[config.mk]
export PLATFORM = sky130hd
export DESIGN_NAME = hxf_front
export DESIGN_NICKNAME = d
export VERILOG_FILES = /design/src/hxf_pkg.sv /design/src/hxf_front.sv
export SDC_FILE = /design/constraint.sdc
export NUM_CORES = 1
export LEC_CHECK = 0
export BUFFER_PORTS_ARGS = -buffer_cell sky130_fd_sc_hd__buf_4
export CAP_MARGIN = 20
export CORE_MARGIN = 2
export CORE_UTILIZATION = 40
export DETAILED_ROUTE_END_ITERATION = 6
export PLACE_DENSITY = 0.72
export SLEW_MARGIN = 25
export SYNTH_ARGS = -nofsm -noshare
export SYNTH_HDL_FRONTEND = slang
export SYNTH_SLANG_ARGS = --single-unit
[constraint.sdc]
create_clock -name clock -period 4.6 [get_ports clock]
set_input_delay 0.92 -clock clock [delete_from_list [all_inputs] [get_ports clock]]
set_output_delay 0.92 -clock clock [all_outputs]
set_load 0.01 [all_outputs]
[src/hxf_pkg.sv]
`timescale 1ns / 1ps
package hxf_pkg;
   localparam int MAX_WINDOW = 32;
   localparam int MAX_ROWS   = 1024;
   localparam int RING_COLS  = MAX_WINDOW + 1;
   localparam int VAL_W      = 32;
   localparam int ROW_W      = 10;
   localparam int COL_W      = 16;
   localparam int PTR_W      = 6;
   localparam int WIN_W      = 6;
   localparam int ROWS_W     = 11;
   localparam int MEM_DEPTH  = RING_COLS * MAX_ROWS;
   localparam int ADDR_W     = PTR_W + ROW_W;
   localparam int CSR_IDX_W  = 1;
   localparam int CSR_DATA_W = 11;

   localparam logic [CSR_IDX_W-1:0] CSR_WINDOW_SIZE = 1'b0;
   localparam logic [CSR_IDX_W-1:0] CSR_IMAGE_ROWS  = 1'b1;

   typedef struct packed {
      logic [VAL_W-1:0] value;
      logic [ROW_W-1:0] row;
      logic [COL_W-1:0] col;
      logic [PTR_W-1:0] ptr;
      logic [WIN_W-1:0] win;
      logic             emit;
   } item_type;
endpackage

[src/hxf_front.sv]
`timescale 1ns / 1ps
module hxf_front (
   input  logic                            clock,
   input  logic                            reset,
   input  logic                            req_valid,
   output logic                            req_stall,
   input  logic [hxf_pkg::VAL_W-1:0]       req_ii_value,
   input  logic                            req_first_of_image,
   input  logic                            csr_write_enable,
   input  logic [hxf_pkg::CSR_IDX_W-1:0]   csr_index,
   input  logic [hxf_pkg::CSR_DATA_W-1:0]  csr_data,
   input  logic                            q_full,
   output logic                            q_push,
   output hxf_pkg::item_type               q_item
);
   import hxf_pkg::*;

   logic [WIN_W-1:0]  win_ff;
   logic [ROWS_W-1:0] rows_ff;
   logic [ROW_W-1:0]  row_ff, row_in;
   logic [COL_W-1:0]  col_ff, col_in;
   logic [PTR_W-1:0]  ptr_ff, ptr_in;
   logic [WIN_W-1:0]  win_eff;
   logic [ROWS_W-1:0] rows_eff;
   logic [ROW_W-1:0]  r_cur;
   logic [COL_W-1:0]  c_cur;
   logic [PTR_W-1:0]  p_cur;
   logic              accept;

   assign req_stall = q_full;
   assign accept    = req_valid && !q_full;
   assign q_push    = accept;

   always_comb begin
      win_eff = win_ff;
      if (win_ff < WIN_W'(2)) win_eff = WIN_W'(2);
      if (win_ff > WIN_W'(MAX_WINDOW)) win_eff = WIN_W'(MAX_WINDOW);
      rows_eff = rows_ff;
      if (rows_ff == '0) rows_eff = ROWS_W'(1);
      if (rows_ff > ROWS_W'(MAX_ROWS)) rows_eff = ROWS_W'(MAX_ROWS);
      r_cur = req_first_of_image ? '0 : row_ff;
      c_cur = req_first_of_image ? '0 : col_ff;
      p_cur = req_first_of_image ? '0 : ptr_ff;
      q_item.value = req_ii_value;
      q_item.row   = r_cur;
      q_item.col   = c_cur;
      q_item.ptr   = p_cur;
      q_item.win   = win_eff;
      q_item.emit  = ({1'b0, r_cur} >= ROW_W'(win_eff) + (ROW_W+1)'(0))
                     && (c_cur >= COL_W'(win_eff));
      if ((ROWS_W'(r_cur) + ROWS_W'(1)) >= rows_eff) begin
         row_in = '0;
         col_in = c_cur + COL_W'(1);
         ptr_in = (p_cur == PTR_W'(RING_COLS - 1)) ? '0 : p_cur + PTR_W'(1);
      end else begin
         row_in = r_cur + ROW_W'(1);
         col_in = c_cur;
         ptr_in = p_cur;
      end
   end

   always_ff @(posedge clock) begin
      if (reset) begin
         win_ff  <= WIN_W'(2);
         rows_ff <= ROWS_W'(MAX_ROWS);
         row_ff  <= '0;
         col_ff  <= '0;
         ptr_ff  <= '0;
      end else begin
         if (csr_write_enable) begin
            case (csr_index)
               CSR_WINDOW_SIZE: win_ff  <= csr_data[WIN_W-1:0];
               CSR_IMAGE_ROWS:  rows_ff <= csr_data[ROWS_W-1:0];
               default: ;
            endcase
         end
         if (accept) begin
            row_ff <= row_in;
            col_ff <= col_in;
            ptr_ff <= ptr_in;
         end
      end
   end
endmodule

# == Word level (Yosys, flattened, before mapping) ==
# Index checks and enable logic that the tools add are counted.
# op_classes
add_sub_neg,4
multipliers,0
div,0
n_lt_le_gt_ge,6
eq_ne,1
shift,0
n_mux,11
n_bitwise,1
n_reduce_logical,6
# ops
cell,n
2-to-1 mux 16 bit,2
2-to-1 mux 6 bit,5
2-to-1 mux 11 bit,2
2-to-1 mux 10 bit,2
"adder 16 x 1 -> 16 bit, second input constant",1
>= comparator 16 x 6 -> 1 bit,1
"adder 10 x 1 -> 11 bit, second input constant",1
>= comparator 11 bit,1
"greater-than comparator 11 bit, second input constant",1
zero test 11 bit,1
"adder 10 x 1 -> 10 bit, second input constant",1
>= comparator 10 x 6 -> 1 bit,1
"adder 6 x 1 -> 6 bit, second input constant",1
"equality test 6 bit, second input constant",1
"greater-than comparator 6 bit, second input constant",1
"< comparator 6 x 2 -> 1 bit, second input constant",1
AND reduction 2 bit,2
logical AND 1 bit,2
zero test 1 bit,1
inverter 1 bit,1
# totals
reg_bits,49
latch_bits,0
mem_bits_rw,0
romBits,0
out_inout_bits,73
memories,0

# == Depth between registers and ports, before layout ==
# depth
word_depth,5
mapped_depth,19
depth_no_buf,15

# == Least setup slack after synthesis ==
# OpenSTA, ideal clock, no wires.
# synth_path
kind,input-to-reg
start,in req_first_of_image
end,reg col_ff[14]
setup_time_ns,0.123
t_arrival_ns,4.436
path_slack_ns,0.041
path_stages,16
path_buffers,3
path_cell_list,buf_2 > clkbuf_1 > clkbuf_1 > nor2b_1 > ha_1 > nand2_1 > nor4b_1 > and3_1 > xor2_1 > ha_1 > nand4_1 > nor3_1 > nor2_1 > and2_1 > or4_4 > mux2_1
# synth_lines
element,line_no,text
start: declaration,hxf_front.sv:8,"input logic req_first_of_image,"
end signal: assignment,hxf_front.sv:79,col_ff <= col_in;
end: declaration,hxf_front.sv:21,"logic [COL_W-1:0] col_ff, col_in;"

# == Worst setup path in the final report ==
# layout_path
start,in req_first_of_image
end,reg col_ff[6]
# layout_via
elab_chain_len,4
elab_cells_between_ends,6
# layout_rtl
element,line_no,text
2-to-1 mux 10 bit,hxf_front.sv:41,r_cur = req_first_of_image ? '0 : row_ff;
adder 10 x 1 -> 11 bit,hxf_front.sv:51,if ((ROWS_W'(r_cur) + ROWS_W'(1)) >= rows_eff) begin
>= comparator 11 bit,hxf_front.sv:51,
2-to-1 mux 16 bit *,hxf_front.sv:51,
# Every way passes the cells marked *; elsewhere a longest branch is shown, timed or not.
# A chain may end at the register's enable or synchronous reset.

==> summary.md <==
| Metric | Value |
|---|---|
| Fin. Hold Viols | 0 |
| Cell depth of the worst min-delay path | 2 |
| PwrDens | 209 nW/um^2 |
| Worst path slowest cell | a2111oi_0 |
| Die X | 97.6 um |
| Die Area | 9530 sq um |
| Vias in the first global route | 3,093 |
| Port bufs | 58 |
| Worst R2R End | col_ff[6]$_SDFFE_PP0P_ |
| Final antenna-violating net count | 0 |
| CP required | 4.85 ns |
| Final WL | 8850 um |
| Core area | 8590 sq um |
| CTS tree | built |
| Worst Setup SP | req_first_of_image |
| Worst skew pair latency | 0.31 ns |
| DRT met1 WL | 4020 um |
| Final setup viols | 0 |
| Router iterations before antenna repair | 4 |
| Top_reg_cell synth | dfxtp_1 |
| Post-Syn Area | 3510 sq um |
| Final nets | 562 |
| Minimum clock period | 4.10 ns |
| Starting Density | 40.8% |
| R2R Path Start | row_ff[1]$_SDFFE_PP0P_ |
| Synth Warn # | 0 |
| Setup Skew | 0.0128 ns |
| Place WS | 0.244 ns |
| Initial antenna violation count | 0 |
| WP buf/inv | 2 |
| Critical path type | primary input to flip-flop |
| Setup TNS | 0 ns |
| Net Count, Synth | 544 |
| DR iter-0 viols | 149 |
| Top layer used by detailed routing | met4 |
| N_diodes | 0 |
| Register Area | 981 sq um |
| Outcome | complete, no violations |
| Hold path startpoint | row_ff[1]$_SDFFE_PP0P_ |
| Area contributors post-synth | dfxtp_1 (28%), ha_1 (9.6%), nand2_1 (8.1%), buf_4 (7.1%), a21oi_1 (6.3%) |
| Final Worst Setup Slack | 0.495 ns |
| Arr. time, crit path | 4.35 ns |
| Num CTS Buffers | 5 |
| Post-synthesis cell count | 467 |
| Drt via density | 5.57 |
| H-tree levels | 2 |
| Die extent in y | 97.6 um |
| Placed cell area | 3810 sq um |
| Post-CTS sizing | 0 |
| HPWL after DPL | 6580 um |
| Flops & latches, synth | 49 |
| Synth top area share | 28.0% |
| Yosys top cell by area | dfxtp_1 |
| Hold Path End | row_ff[1]$_SDFFE_PP0P_ |
| Clk sinks | 49 |
| Residual DRC | 0 |
| Multi-input combinational cell area | 2120 sq um |
| Slew Limit Fails | 0 |
| Worst-path clk slew | 0.09 ns |
| # Post-CTS Setup Buffers | 0 |
| Sequential element share of the synthesized area | 28.0% |
| Area delta synth->final | 10.9% |
| Maximum number of pins on one net before global-route repair | 60 |
| Total Routing Usage GR | 18.5% |
| Design area | 3890 sq um |
| Global-route wire length before repair | 14,900 um |
| EDFF count, synth | 0 |
| Crit-path cells | buf_4, nor2b_1, ha_1, nand2_1, nor4b_1, and3_1, xor2_1, ha_1, nand4_1, nor3_1, nor2_1, buf_4, a2111oi_0, mux2_2, nor2_1 |
| Fillcell total | 893 |
| Clk root buf | clkbuf_8 |
| Layout cells sized above 1 | 16.3% |
| Max_cap viols | 0 |
| Worst VDD drop | 0.125 mV |
| Overflow after GRT | 0 |
| F_max | 244 MHz |
| Via count | 3,308 |
| Post-route clock period utilization | 89.2% |
| Maximum buffer depth of the clock tree | 2 |
| # IOs | 123 |
| Flop-to-flop setup slack | 0.93 ns |
| DR WL/cell | 14.9 um |
| Worst-path maximum fanout | 14 |
| RePlAce Congestion | 0.875 |
| Hold Path Class | flip-flop to flip-flop |
| Worst setup SP type | primary input |
| Cell variety after synth | 53 |
| Unrepaired setup endpoints after global routing | false |
| Ys async rst share | 0% |
| WL met2 | 3990 um |
| Mean Syn Cell Area | 7.51 sq um |
| Delay-heaviest family, CP | simple AND/OR/NAND/NOR gates |
| Worst Setup End Kind | flip-flop |
| Worst reg2reg path depth | 14 |
| DR WL met3 | 653 um |
| FP Rows | 34 |
| Worst-Margin Slew | 0.631 ns |
| Hold buffer count at cts | 0 |
| Leak | 1.65 nW |
| Max_slew headroom | 57.5% |
| CP peak stage delay | 0.49 ns |
[layout by cell type, fill, tap and decap left out, types with 3 or more instances in the layout]
cell / instances
nand2_1: 76
buf_4: 67
dfxtp_1: 49
a21oi_1: 44
nor2_1: 29
ha_1: 27
nor2b_1: 24
nand3_1: 21
inv_1: 18
nand2b_1: 11
o21ai_0: 10
xor2_1: 8
nor4_1: 8
mux2i_1: 8
a31oi_1: 6
and3_1: 5
a21o_1: 5
or4_1: 5
o32ai_1: 5
clkbuf_8: 5
nor3_1: 4
nand4_1: 4
and2_1: 3
a2111oi_0: 3
o22ai_1: 3
clkbuf_1: 3
[Yosys cell counts (4+ instances only)]
library cell,n
nor2b_1,24
xor2_1,8
mux2i_1,8
inv_1,18
nor2_1,29
nand4_1,4
ha_1,27
clkbuf_1,19
a21oi_1,44
o32ai_1,5
nor4_1,8
buf_4,33
o21ai_0,10
nand2_1,76
dfxtp_1,49
and3_1,5
or4_1,5
nand2b_1,11
a31oi_1,6
nor3_1,4
a21o_1,5
nand3_1,21
[cell type report]
class,instances,share of cell area [%]
flip-flops and latches,49,25.2
repair buffers,67,12.9
clock buffers,8,2.06
inverters,19,1.83
multi-input cells,343,54.5
well taps,108,3.47
[sequential cells by signal, indices dropped and copies added, names as in the netlist]
register and cells:
ptr_ff 6, win_ff 6, row_ff 10, rows_ff 11, col_ff 16
[metal layers]
metal	up-vias	global-route usage [%]
li1	1632	-
met1	1528	24.8
met2	129	29.3
met3	19	3.96
met4	0	6.94
met5	-	0
[cell families after synthesis]
| family | share of synthesized area (%) |
|---|---|
| buf+inv | 11.6 |
| compound gates | 15.8 |
| xor+xnor | 2.50 |
| simple gates | 29.3 |
| fa+ha+maj | 9.63 |
| flops | 28.0 |
| mux | 3.25 |
[through the flow]
stage	std cells	total power [W]	hold WS (ns)	util, %
6_report	594	0.000812	0.469	45.3
5_1_grt	594	0.000850	0.496	45.3
4_1_cts	594	0.000818	0.470	45.3
2_1_floorplan	467	0.000556	0.436	-
3_3_place_gp	586	0.000569	0.450	44.3
3_5_place_dp	586	0.000571	0.458	44.3
[where the power goes]
part,leakage (nW),total [W],internal [W],switching [W]
Clock,0.0395,0.000250,0.000108,0.000142
Combinational,1.21,0.000121,0.0000473,0.0000736
Sequential,0.397,0.000441,0.000433,0.00000785
[worst reg2reg max path, cell delays in order (launching register included)]
cell	delay [ns]
dfxtp_1	0.35
nor2b_1	0.27
ha_1	0.26
nand2_1	0.07
nor4b_1	0.42
and3_1	0.25
xor2_1	0.10
ha_1	0.32
nand4_1	0.15
nor3_1	0.23
nor2_1	0.07
buf_4	0.19
a2111oi_0	0.49
mux2_2	0.39
nor2_1	0.08
[worst max-delay path by stage]
stage	to	slack [ns]	depth (start not counted)
finish	col_ff[6]$_SDFFE_PP0P_	0.50	15
floorplan	col_ff[14]$_SDFFE_PP0P_	0.04	16
global route	col_ff[6]$_SDFFE_PP0P_	0.21	16
CTS	col_ff[6]$_SDFFE_PP0P_	0.53	17
detailed placement	col_ff[6]$_SDFFE_PP0P_	0.24	17
global placement	col_ff[14]$_SDFFE_PP0P_	0.40	16
No activity file was read; power rests on OpenSTA's default activity.
