===== src/hxf_pkg.sv =====
`timescale 1ns / 1ps
package hxf_pkg;
   localparam int MAX_WINDOW = 32;
   localparam int MAX_ROWS   = 1024;
   localparam int RING_COLS  = MAX_WINDOW + 1;
   localparam int VAL_W      = 32;
   localparam int ROW_W      = 10;
   localparam int COL_W      = 16;
   localparam int PTR_W      = 6;
   localparam int WIN_W      = 6;
   localparam int ROWS_W     = 11;
   localparam int MEM_DEPTH  = RING_COLS * MAX_ROWS;
   localparam int ADDR_W     = PTR_W + ROW_W;
   localparam int CSR_IDX_W  = 1;
   localparam int CSR_DATA_W = 11;

   localparam logic [CSR_IDX_W-1:0] CSR_WINDOW_SIZE = 1'b0;
   localparam logic [CSR_IDX_W-1:0] CSR_IMAGE_ROWS  = 1'b1;

   typedef struct packed {
      logic [VAL_W-1:0] value;
      logic [ROW_W-1:0] row;
      logic [COL_W-1:0] col;
      logic [PTR_W-1:0] ptr;
      logic [WIN_W-1:0] win;
      logic             emit;
   } item_type;
endpackage


===== src/hxf_fifo.sv =====
`timescale 1ns / 1ps
module hxf_fifo (
   input  logic              clock,
   input  logic              reset,
   input  logic              push,
   input  hxf_pkg::item_type push_item,
   output logic              full,
   input  logic              pop,
   output logic              not_empty,
   output hxf_pkg::item_type head
);
   import hxf_pkg::*;

   item_type   slot_ff [0:1];
   logic       wr_ff, rd_ff;
   logic [1:0] cnt_ff;

   assign full      = (cnt_ff == 2'd2);
   assign not_empty = (cnt_ff != 2'd0);
   assign head      = slot_ff[rd_ff];

   always_ff @(posedge clock) begin
      if (push) slot_ff[wr_ff] <= push_item;
   end

   always_ff @(posedge clock) begin
      if (reset) begin
         wr_ff  <= 1'b0;
         rd_ff  <= 1'b0;
         cnt_ff <= 2'd0;
      end else begin
         if (push) wr_ff <= ~wr_ff;
         if (pop)  rd_ff <= ~rd_ff;
         if (push && !pop) cnt_ff <= cnt_ff + 2'd1;
         else if (pop && !push) cnt_ff <= cnt_ff - 2'd1;
      end
   end
endmodule


===== config.mk =====
export PLATFORM = sky130hd
export DESIGN_NAME = hxf_fifo
export DESIGN_NICKNAME = d
export VERILOG_FILES = /design/src/hxf_pkg.sv /design/src/hxf_fifo.sv
export SDC_FILE = /design/constraint.sdc
export NUM_CORES = 1
export LEC_CHECK = 0
export ABC_AREA = 1
export BUFFER_PORTS_ARGS = -buffer_cell sky130_fd_sc_hd__buf_2
export CAP_MARGIN = 20
export CORE_MARGIN = 4
export CORE_UTILIZATION = 40
export DETAILED_ROUTE_END_ITERATION = 10
export GPL_TIMING_DRIVEN = 1
export HOLD_SLACK_MARGIN = 0.03
export PLACE_DENSITY_LB_ADDON = 0.2
export SYNTH_ARGS = -nofsm -noshare
export SYNTH_HDL_FRONTEND = slang
export SYNTH_SLANG_ARGS = --single-unit

===== constraint.sdc =====
create_clock -name clock -period 3.9 [get_ports clock]
set_clock_uncertainty 0.05 [all_clocks]
set_input_delay 0.585 -clock clock [delete_from_list [all_inputs] [get_ports clock]]
set_output_delay 0.585 -clock clock [all_outputs]
set_load 0.02 [all_outputs]

Yosys cells after proc, flatten, opt, wreduce, memory -nomap -nowiden

Memory sizes are Yosys's and may differ from the RTL's. A register that Yosys moved wholly into a read port is not among the register bits.
Cells that the tools add are included.

Add/sub/neg operators: 2
Equal/unequal tests: 1
Mux-type cells: 6
Bitwise logic cells: 2
Reductions and logical operators: 6

Operators by type and width:

| operator                                                            | number |
|---|---|
| 1-bit two-way mux                                                   | 4 |
| 2-bit two-way mux                                                   | 2 |
| 2-bit nonzero test                                                  | 2 |
| 2-bit by 1-bit adder with 2-bit output (second input constant)      | 1 |
| 2-bit == test (second input constant)                               | 1 |
| 1-bit logical AND                                                   | 2 |
| 1-bit logical NOT                                                   | 2 |
| 1-bit inverter                                                      | 2 |
| 2-bit by 1-bit subtractor with 2-bit output (second input constant) | 1 |

Register bits after elaboration: 4
Bits in writable memories: 142
Input bits: 75
Output and inout bits: 73
Word-level logic and storage cells: 21
Memories: 1

Memory list:

| memory  | words | bits a word | read ports | clocked after memory_dff | write ports | RTL line       | source |
|---|---|---|---|---|---|---|---|
| slot_ff | 2     | 71          | 1          | 1                        | 1           | hxf_fifo.sv:14 | `item_type slot_ff [0:1];` |

Longest topological paths before layout

Gate-level depths: netlist of the first run.

Depth in word-level cells: 4
Gate-level depth with buffers: 8

Worst setup path after synthesis of the first run

OpenSTA, ideal clock, no wires.

Path kind: input-to-reg
From: input push
To: memory slot_ff[0][0] (netlist bit) (enable)
Library setup time: 0.502 ns
Arrival: 3.601 ns
Data required time: 3.348 ns
Setup slack: -0.253 ns
Stages: 2
Cell sequence: inv_1 nor2_1

Cells in the longest elaborated chain, start to end: 2

RTL lines:

| item                                    | RTL line       | source |
|---|---|---|
| from (decl)                             | hxf_fifo.sv:5  | `input logic push,` |
| 1-bit two-way mux                       | hxf_fifo.sv:23 | `if (push) slot_ff[wr_ff] <= push_item;` |
| 1-bit two-way mux (implied by the code) | hxf_fifo.sv:23 |  |
| to (decl)                               | hxf_fifo.sv:14 |  |

No other way between the ends.

==> metrics.cfg, run 1 <==
[clock_tree]
cts_resized = 0
clkTransAtPathRegs_ps = 60
clock_sinks = 147
htree_num_levels = 4
cts_root_buf = clkbuf_16
numCtsBuffers = 17
cts_tree = done
cts_hold_buf = 0
insertion_delay_ps = 410
clk_path_buf_depth = 2
post_cts_buffers = 0

[yosys]
netlist.top_cell.by_area = edfxtp_1
seq_area_frac_synth = 0.765
netlist_instances = 254
ys_ff_latch = 147
synth_cell_types = 16
ys_top_cells_by_area = edfxtp_1 75%, mux2_4 18%, buf_12 2.5%
synth_area_um2 = 5700
synth.top_cell.area_share = 0.748
syn_nets = 330
yosys_warnings = 0
syn_avg_cell_area_um2 = 22.5

[min_path]
hold_path_class = in2reg
hold_depth = 1

[timing]
finalHoldViolCount = 0
period_share = 0.713
post-route-min-period_ps = 2780
rsz0062_at_grt = no
setup_viol = 0
tns_ps = 0
relSlewSlack = 0.439
report.final.slew_viol_count = 0
tightest_slew_ps = 840
timing.fmax_mhz = 360

[final_layout]
layout-drive-gt1-share = 0.583
regArea_um2 = 4370
diodes = 0
fill_cells = 1164
final_cells = 607
fin_nets = 492
multi_input_area_um2 = 1160
utilization = 0.507
final_cell_area_um2 = 7060
syn_to_final_growth_pct = 23.8

[drt]
drtAntennaViolNets = 0
drt_wl_total_mm = 10.2
route.detailed.wl_per_inst_um = 16.9
drc = 0
drt_iter0_markers = 153
drt_pass1_iterations = 4
via_count = 2777
vias_per_cell = 4.57

[setup_path]
path_cells = buf_12 -> mux2_4 -> buf_2
cp.depth = 3
reg2reg_setup_slack_ps = 1960
worst_path_largest_cell_delay_ps = 780
critPathMaxFanout = 37
cp_data_arrival_time_ps = 2140
critPathLaunchType = register
cp-end-kind = primary output
critPathKind = reg2out
reg2reg_depth = 3
crit_required_ps = 3260
cp_top_family = flip-flops
worst-path-buf-inv = 2
cp_slowest_cell = dfxtp_4

[floorplan]
start_util = 0.409
die_w_um = 127
ioPinCount = 148
core_area_um2 = 13900
die_h_um = 127
die_area_um2 = 16200
placementRows = 43

[placed_design]
gp_congestion = 0.714
place_area_um2 = 6580
dp.final_hpwl_mm = 6.70
placed_cells = 577
portBuffers = 147

[grt]
grt_pass1_vias = 2920
grt_max_degree = 46
overflow = 0
grt_pass1_wl_mm = 15.5
grt_use_total = 0.130
antenna_found_initial = 0

[power_and_ir_drop]
ir_worst_vdd_mv = 0.233
power_density_nw_per_um2 = 520
power.leakage_nw = 2.84

[job]
drv_cap = 0

[outcome]
status = complete, no violations

[kinds of logic (layout without fill, tap and decap cells)]
| family | after synthesis | after routing | synth area share |
|---|---|---|---|
| adders and majority gates | 1 | 1 | 0.00219 |
| and+or+nand+nor | 15 | 15 | 0.0107 |
| muxes | 71 | 71 | 0.186 |
| buffers and inverters | 17 | 190 | 0.0325 |
| DFF | 147 | 147 | 0.765 |
| xor gates and xnor gates | 1 | 1 | 0.00154 |
| AOI/OAI and AO/OA | 2 | 2 | 0.00175 |
[flip-flops by register name, indices dropped and copies added, names as in the netlist, named ones only]
register and count:
rd_ff 1, cnt_ff 2, wr_ff 1, slot_ff 142
[worst paths after layout]
check | end | startpoint
worst max register to register | slot_ff[1][64] | wr_ff
worst max-delay path | head[60] | register
worst min register to register | register | rd_ff
worst min-delay path | slot_ff[1][61] | push_item[61]
[area by class of cell]
cell class | instances | share of cell area
Multi-Input combinational cell | 90 | 0.165
Clock inverter | 9 | 0.00602
Tap cell | 180 | 0.0319
Clock buffer | 21 | 0.0623
Timing Repair Buffer | 151 | 0.112
Sequential cell | 147 | 0.618
Inverter | 9 | 0.00496
[cells in the mapped netlist]
master,n
nand4_1,1
o21ai_0,1
nand2_1,6
edfxtp_1,142
ha_1,1
mux2_4,70
a21oi_1,1
mux2_2,1
inv_1,9
nor2_1,6
nor3_1,1
buf_6,1
dfxtp_1,5
buf_12,7
nand3_1,1
xnor2_1,1
[layer usage]
metal  vias to the layer above  part of all wire  GRT usage
met1                      1343              0.40      0.154
met4                         0             0.019     0.0606
met2                       108              0.49      0.206
met3                        15             0.088     0.0548
met5                         -                 0          0
li1                       1311                 -          -
[stage by stage]
stage	hold WS, ps	total power [W]	setup slack, ps
floorplan	430	0.00223	977
global placement	448	0.00236	1560
detailed placement	459	0.00237	1520
CTS	288	0.00373	1080
global route	293	0.00383	1030
finish	312	0.00367	1120
[power breakdown]
group | switching [W] | internal, W
combinational | 0.000247 | 0.000215
clock | 0.000553 | 0.000790
sequential | 0.0000410 | 0.00183
total | 0.000841 | 0.00283
[cell usage in the layout (no fill, tap or decap), drive strengths merged]
| master | n |
|---|---|
| dfxtp | 5 |
| nand4 | 1 |
| a21oi | 1 |
| clkbuf | 21 |
| nand2 | 6 |
| nor2 | 6 |
| inv | 8 |
| nand3 | 1 |
| ha | 1 |
| clkinv | 10 |
| nor3 | 1 |
| edfxtp | 142 |
| buf | 151 |
| mux2 | 71 |
| xnor2 | 1 |
| o21ai | 1 |
(Power assumes the default switching activity.)
==> run 2, diff against run 1 <==
- clock period: 3.9 -> 2.25 ns (I/O delays scaled with it)
==> metrics.cfg, run 2 (synthesis gave the netlist of run 1 again) <==
[min_path]
hold_path_class = in2reg
hold_depth = 1

[final_layout]
regMostFlops = slot_ff
layout_commonest_cell = buf_2
fill_cells = 1132
syn_to_final_growth_pct = 25.6
final_cell_area_um2 = 7170
largestRegisters = slot_ff (142), cnt_ff (2)
layout-drive-gt1-share = 0.586
fin_nets = 495
largest_register_ffs = 142
diodes = 0
layout.cells.most_common_list = 147 x buf_2, 142 x edfxtp_1, 70 x mux2_4, 17 x clkbuf_16, 8 x inv_1

[drt]
vias_per_cell = 4.57
drc = 0
drt_wl_total_mm = 9.81
drtAntennaViolNets = 0
route.detailed.wl_per_inst_um = 16.1
via_count = 2776
drt_pass1_iterations = 4
drt_iter0_markers = 155

[placed_design]
portBuffers = 147
place_area_um2 = 6640
gp_congestion = 0.669
dp.final_hpwl_mm = 6.71

[timing]
relSlewSlack = 0.745
rsz0062_at_grt = no
period_share = 0.881
finalHoldViolCount = 0
post-route-min-period_ps = 1980
holdWs_ps = 67.1
timing.fmax_mhz = 504
tightest_slew_ps = 382
report.final.slew_viol_count = 0
tns_ps = 0
setup_viol = 0

[grt]
grt_use_total = 0.127
grt_pass1_wl_mm = 15.4
grt_max_degree = 41
grt_pass1_vias = 2967
overflow = 0
antenna_found_initial = 2

[setup_path]
cp_data_arrival_time_ps = 1600
cp-end-kind = primary output
critPathMaxFanout = 40
reg2reg_depth = 3
endpoint = head[63]
r2r_end = slot_ff[1][22]
r2r-start = wr_ff
critPathKind = reg2out
reg2reg_setup_slack_ps = 870
critPathLaunchType = register
crit_required_ps = 1860

[clock_tree]
numCtsBuffers = 17
cts_root_buf = clkbuf_16
clock_sinks = 147
cts_hold_buf = 0
htree_num_levels = 4
clk_path_buf_depth = 2
clkTransAtPathRegs_ps = 60
insertion_delay_ps = 400
cts_tree = done
cts_resized = 0
post_cts_buffers = 0

[job]
drv_cap = 0

[power_and_ir_drop]
power_frac_seq = 0.488
p_int_w = 0.00513
power.leakage_nw = 2.89
power_density_nw_per_um2 = 918
netSwitchingPower_w = 0.00144
clkPwrFrac = 0.384
ir_worst_vdd_mv = 0.515
pwr-share-comb = 0.128
power.total_w = 0.00658
swShare = 0.219

[floorplan]
die_h_um = 127
core_area_um2 = 13900
die_w_um = 127
placementRows = 43
die_area_um2 = 16200
start_util = 0.409
ioPinCount = 148

[outcome]
status = complete, no violations

==> run 2: power by group through the flow <==
stage / Sequential, W / Clock (W) / Combinational (W)
2_1_floorplan: 0.00326 / 0 / 0.000612
3_3_place_gp: 0.00326 / 0 / 0.000850
3_5_place_dp: 0.00327 / 0 / 0.000858
4_1_cts: 0.00321 / 0.00260 / 0.000861
5_1_grt: 0.00322 / 0.00274 / 0.000903
6_report: 0.00321 / 0.00253 / 0.000840
==> run 2: metal layers <==
layer  vias up  track usage  share of wire  wire length [µm]
met3        18       0.0581          0.080               784
met4         4       0.0606          0.019               188
met1      1355        0.144           0.39              3860
met5         -            0         0.0028                27
li1       1311            -              -                 -
met2        88        0.205           0.50              4950
==> run 2: layout make-up <==
type                    count  area [µm²]  share of cell area
clock buffers              18         429              0.0599
clock inverters            10        95.1              0.0133
inverters                   9        35.0             0.00489
multi-input cells          90        1160               0.162
flip-flops and latches    147        4370               0.610
well taps                 180         225              0.0314
repair buffers            154         851               0.119
==> run 2: stage by stage <==
stage | utilization | cells | setup slack, ps
floorplan | - | 254 | -57.8
global placement | 0.477 | 580 | 662
detailed placement | 0.477 | 580 | 663
CTS | 0.514 | 608 | 215
global route | 0.514 | 608 | 165
finish | 0.514 | 608 | 267
==> run 2: critical path, stage by stage, from the launching register on <==
cell     delay, ps
dfxtp_4        370
buf_12         290
mux2_2         370
buf_2          160
==> run 2: how the worst min path moves through the flow <==
stage	start	endpoint	slack (ps)
2_1_floorplan	reset	register	360
3_3_place_gp	rd_ff	rd_ff	450
3_5_place_dp	rd_ff	rd_ff	460
4_1_cts	push_item[53]	slot_ff[0][53]	40
5_1_grt	push_item[62]	slot_ff[1][62]	40
6_report	push_item[53]	slot_ff[0][53]	70
==> run 3, diff against run 2 <==
- CTS_BUF_LIST: not set -> sky130_fd_sc_hd__clkbuf_2 sky130_fd_sc_hd__clkbuf_4 sky130_fd_sc_hd__clkbuf_8
==> metrics.cfg, run 3 (synthesis gave the netlist of run 1 again) <==
[outcome]
status = complete, no violations

[placed_design]
place_area_um2 = 6640
dp.final_hpwl_mm = 6.71
gp_congestion = 0.669
portBuffers = 147
dp_slack_ps = 663

[final_layout]
final_cell_area_um2 = 7700
largest_register_ffs = 142
regMostFlops = slot_ff
layout.cells.most_common_list = 147 x buf_2, 142 x edfxtp_1, 72 x dlygate4sd3_1, 70 x mux2_4, 17 x clkbuf_8
layout-drive-gt1-share = 0.504
fill_cells = 1099
fin_nets = 567
syn_to_final_growth_pct = 35.0
utilization = 0.553
multi_input_area_um2 = 1160
layout_commonest_cell = buf_2
regArea_um2 = 4370
largestRegisters = slot_ff (142), cnt_ff (2)

[clock_tree]
clock_sinks = 147
numCtsBuffers = 17
cts_root_buf = clkbuf_8
htree_num_levels = 4
clk_path_buf_depth = 2
cts_tree = done
post_cts_buffers = 0
insertion_delay_ps = 430
clkTransAtPathRegs_ps = 70
cts_resized = 0

[floorplan]
core_area_um2 = 13900
die_area_um2 = 16200
placementRows = 43
ioPinCount = 148
start_util = 0.409
die_h_um = 127
die_w_um = 127

[setup_path]
cp_top_family = buffers and inverters
cp.depth = 3
reg2reg_depth = 3
crit_required_ps = 1860
worst-path-buf-inv = 2
critPathMaxFanout = 40
cp-end-kind = primary output
critPathKind = reg2out
path_cells = buf_12 -> mux2_2 -> buf_2
worst_path_largest_cell_delay_ps = 370
cp_slowest_cell = dfxtp_4
critPathLaunchType = register
cp_data_arrival_time_ps = 1630

[min_path]
hold_path_class = in2reg
hold_depth = 3

[timing]
relSlewSlack = 0.743
tightest_slew_ps = 384
report.final.slew_viol_count = 0
post-route-min-period_ps = 2020
finalHoldViolCount = 0
period_share = 0.897
rsz0062_at_grt = no
setup_viol = 0
layout_setup_ws_ps = 233
timing.fmax_mhz = 496

[job]
drv_cap = 0

[power_and_ir_drop]
power_density_nw_per_um2 = 772
power.leakage_nw = 3.10
ir_worst_vdd_mv = 0.449

[drt]
route.detailed.wl_per_inst_um = 15.2
drtAntennaViolNets = 0
drt_wl_total_mm = 10.4
drc = 0
vias_per_cell = 4.44
via_count = 3021
drt_pass1_iterations = 4
drt_iter0_markers = 122

[grt]
overflow = 0
grt_max_degree = 41
grt_use_total = 0.134
antenna_found_initial = 1
grt_pass1_vias = 3287
grt_pass1_wl_mm = 16.5

==> run 3: cell types whose count changed in the layout (fill, tap and decap cells not counted) <==
cell / delta
diode_2: +1
clkbuf_1: -1
clkbuf_16: -17
clkbuf_4: +1
clkbuf_8: +17
dlygate4sd3_1: +72
==> run 3: repair_timing <==
item | 4_1_cts | 5_1_grt
hold buffers | 70 | 2
hold endpoints to repair | 138 | 4
setup endpoints to repair | 0 | 0
==> run 3: where the power goes <==
| part | switching (W) | internal [W] | total [W] |
|---|---|---|---|
| Combinational | 0.000472 | 0.000468 | 0.000940 |
| Clock | 0.000857 | 0.000947 | 0.00180 |
| Sequential | 0.0000396 | 0.00316 | 0.00320 |
==> run 3: worst min-delay path, cell delays in order <==
cell and delay, ps:
buf_2 100, xnor2_1 80, nor2_1 70
==> run 3: final cells by class <==
type                       count  share of cell area
clock inverter                10              0.0123
clock buffer                  18              0.0314
sequential                   147               0.567
inverter                       9             0.00455
tap                          180              0.0292
timing repair buffer         226               0.204
multi-input combinational     90               0.151
antenna                        1            0.000325
==> run 3: per-stage QoR <==
step | std cells | TNS [ps] | hold WS [ps] | total power (W)
after global routing | 681 | 0 | 125 | 0.00623
final | 681 | 0 | 151 | 0.00595
after floorplan | 254 | -4110 | 360 | 0.00387
after detailed placement | 580 | 0 | 458 | 0.00412
after global placement | 580 | 0 | 446 | 0.00411
after CTS | 678 | 0 | 31.0 | 0.00604
==> run 3: worst paths after layout <==
check / from / to / slack [ps]
setup / recovery: register / head[63] / 230
hold / removal: pop / register / 150
setup reg to reg: wr_ff / slot_ff[1][19] / 860
hold reg to reg: rd_ff / register / 470
==> run 3: metal layers <==
layer  share of wire  routed length [µm]  global-route usage
met3           0.074                 763              0.0577
met1            0.40                4120               0.152
met5               0                   0                   0
met4           0.014                 144              0.0511
met2            0.52                5340               0.224
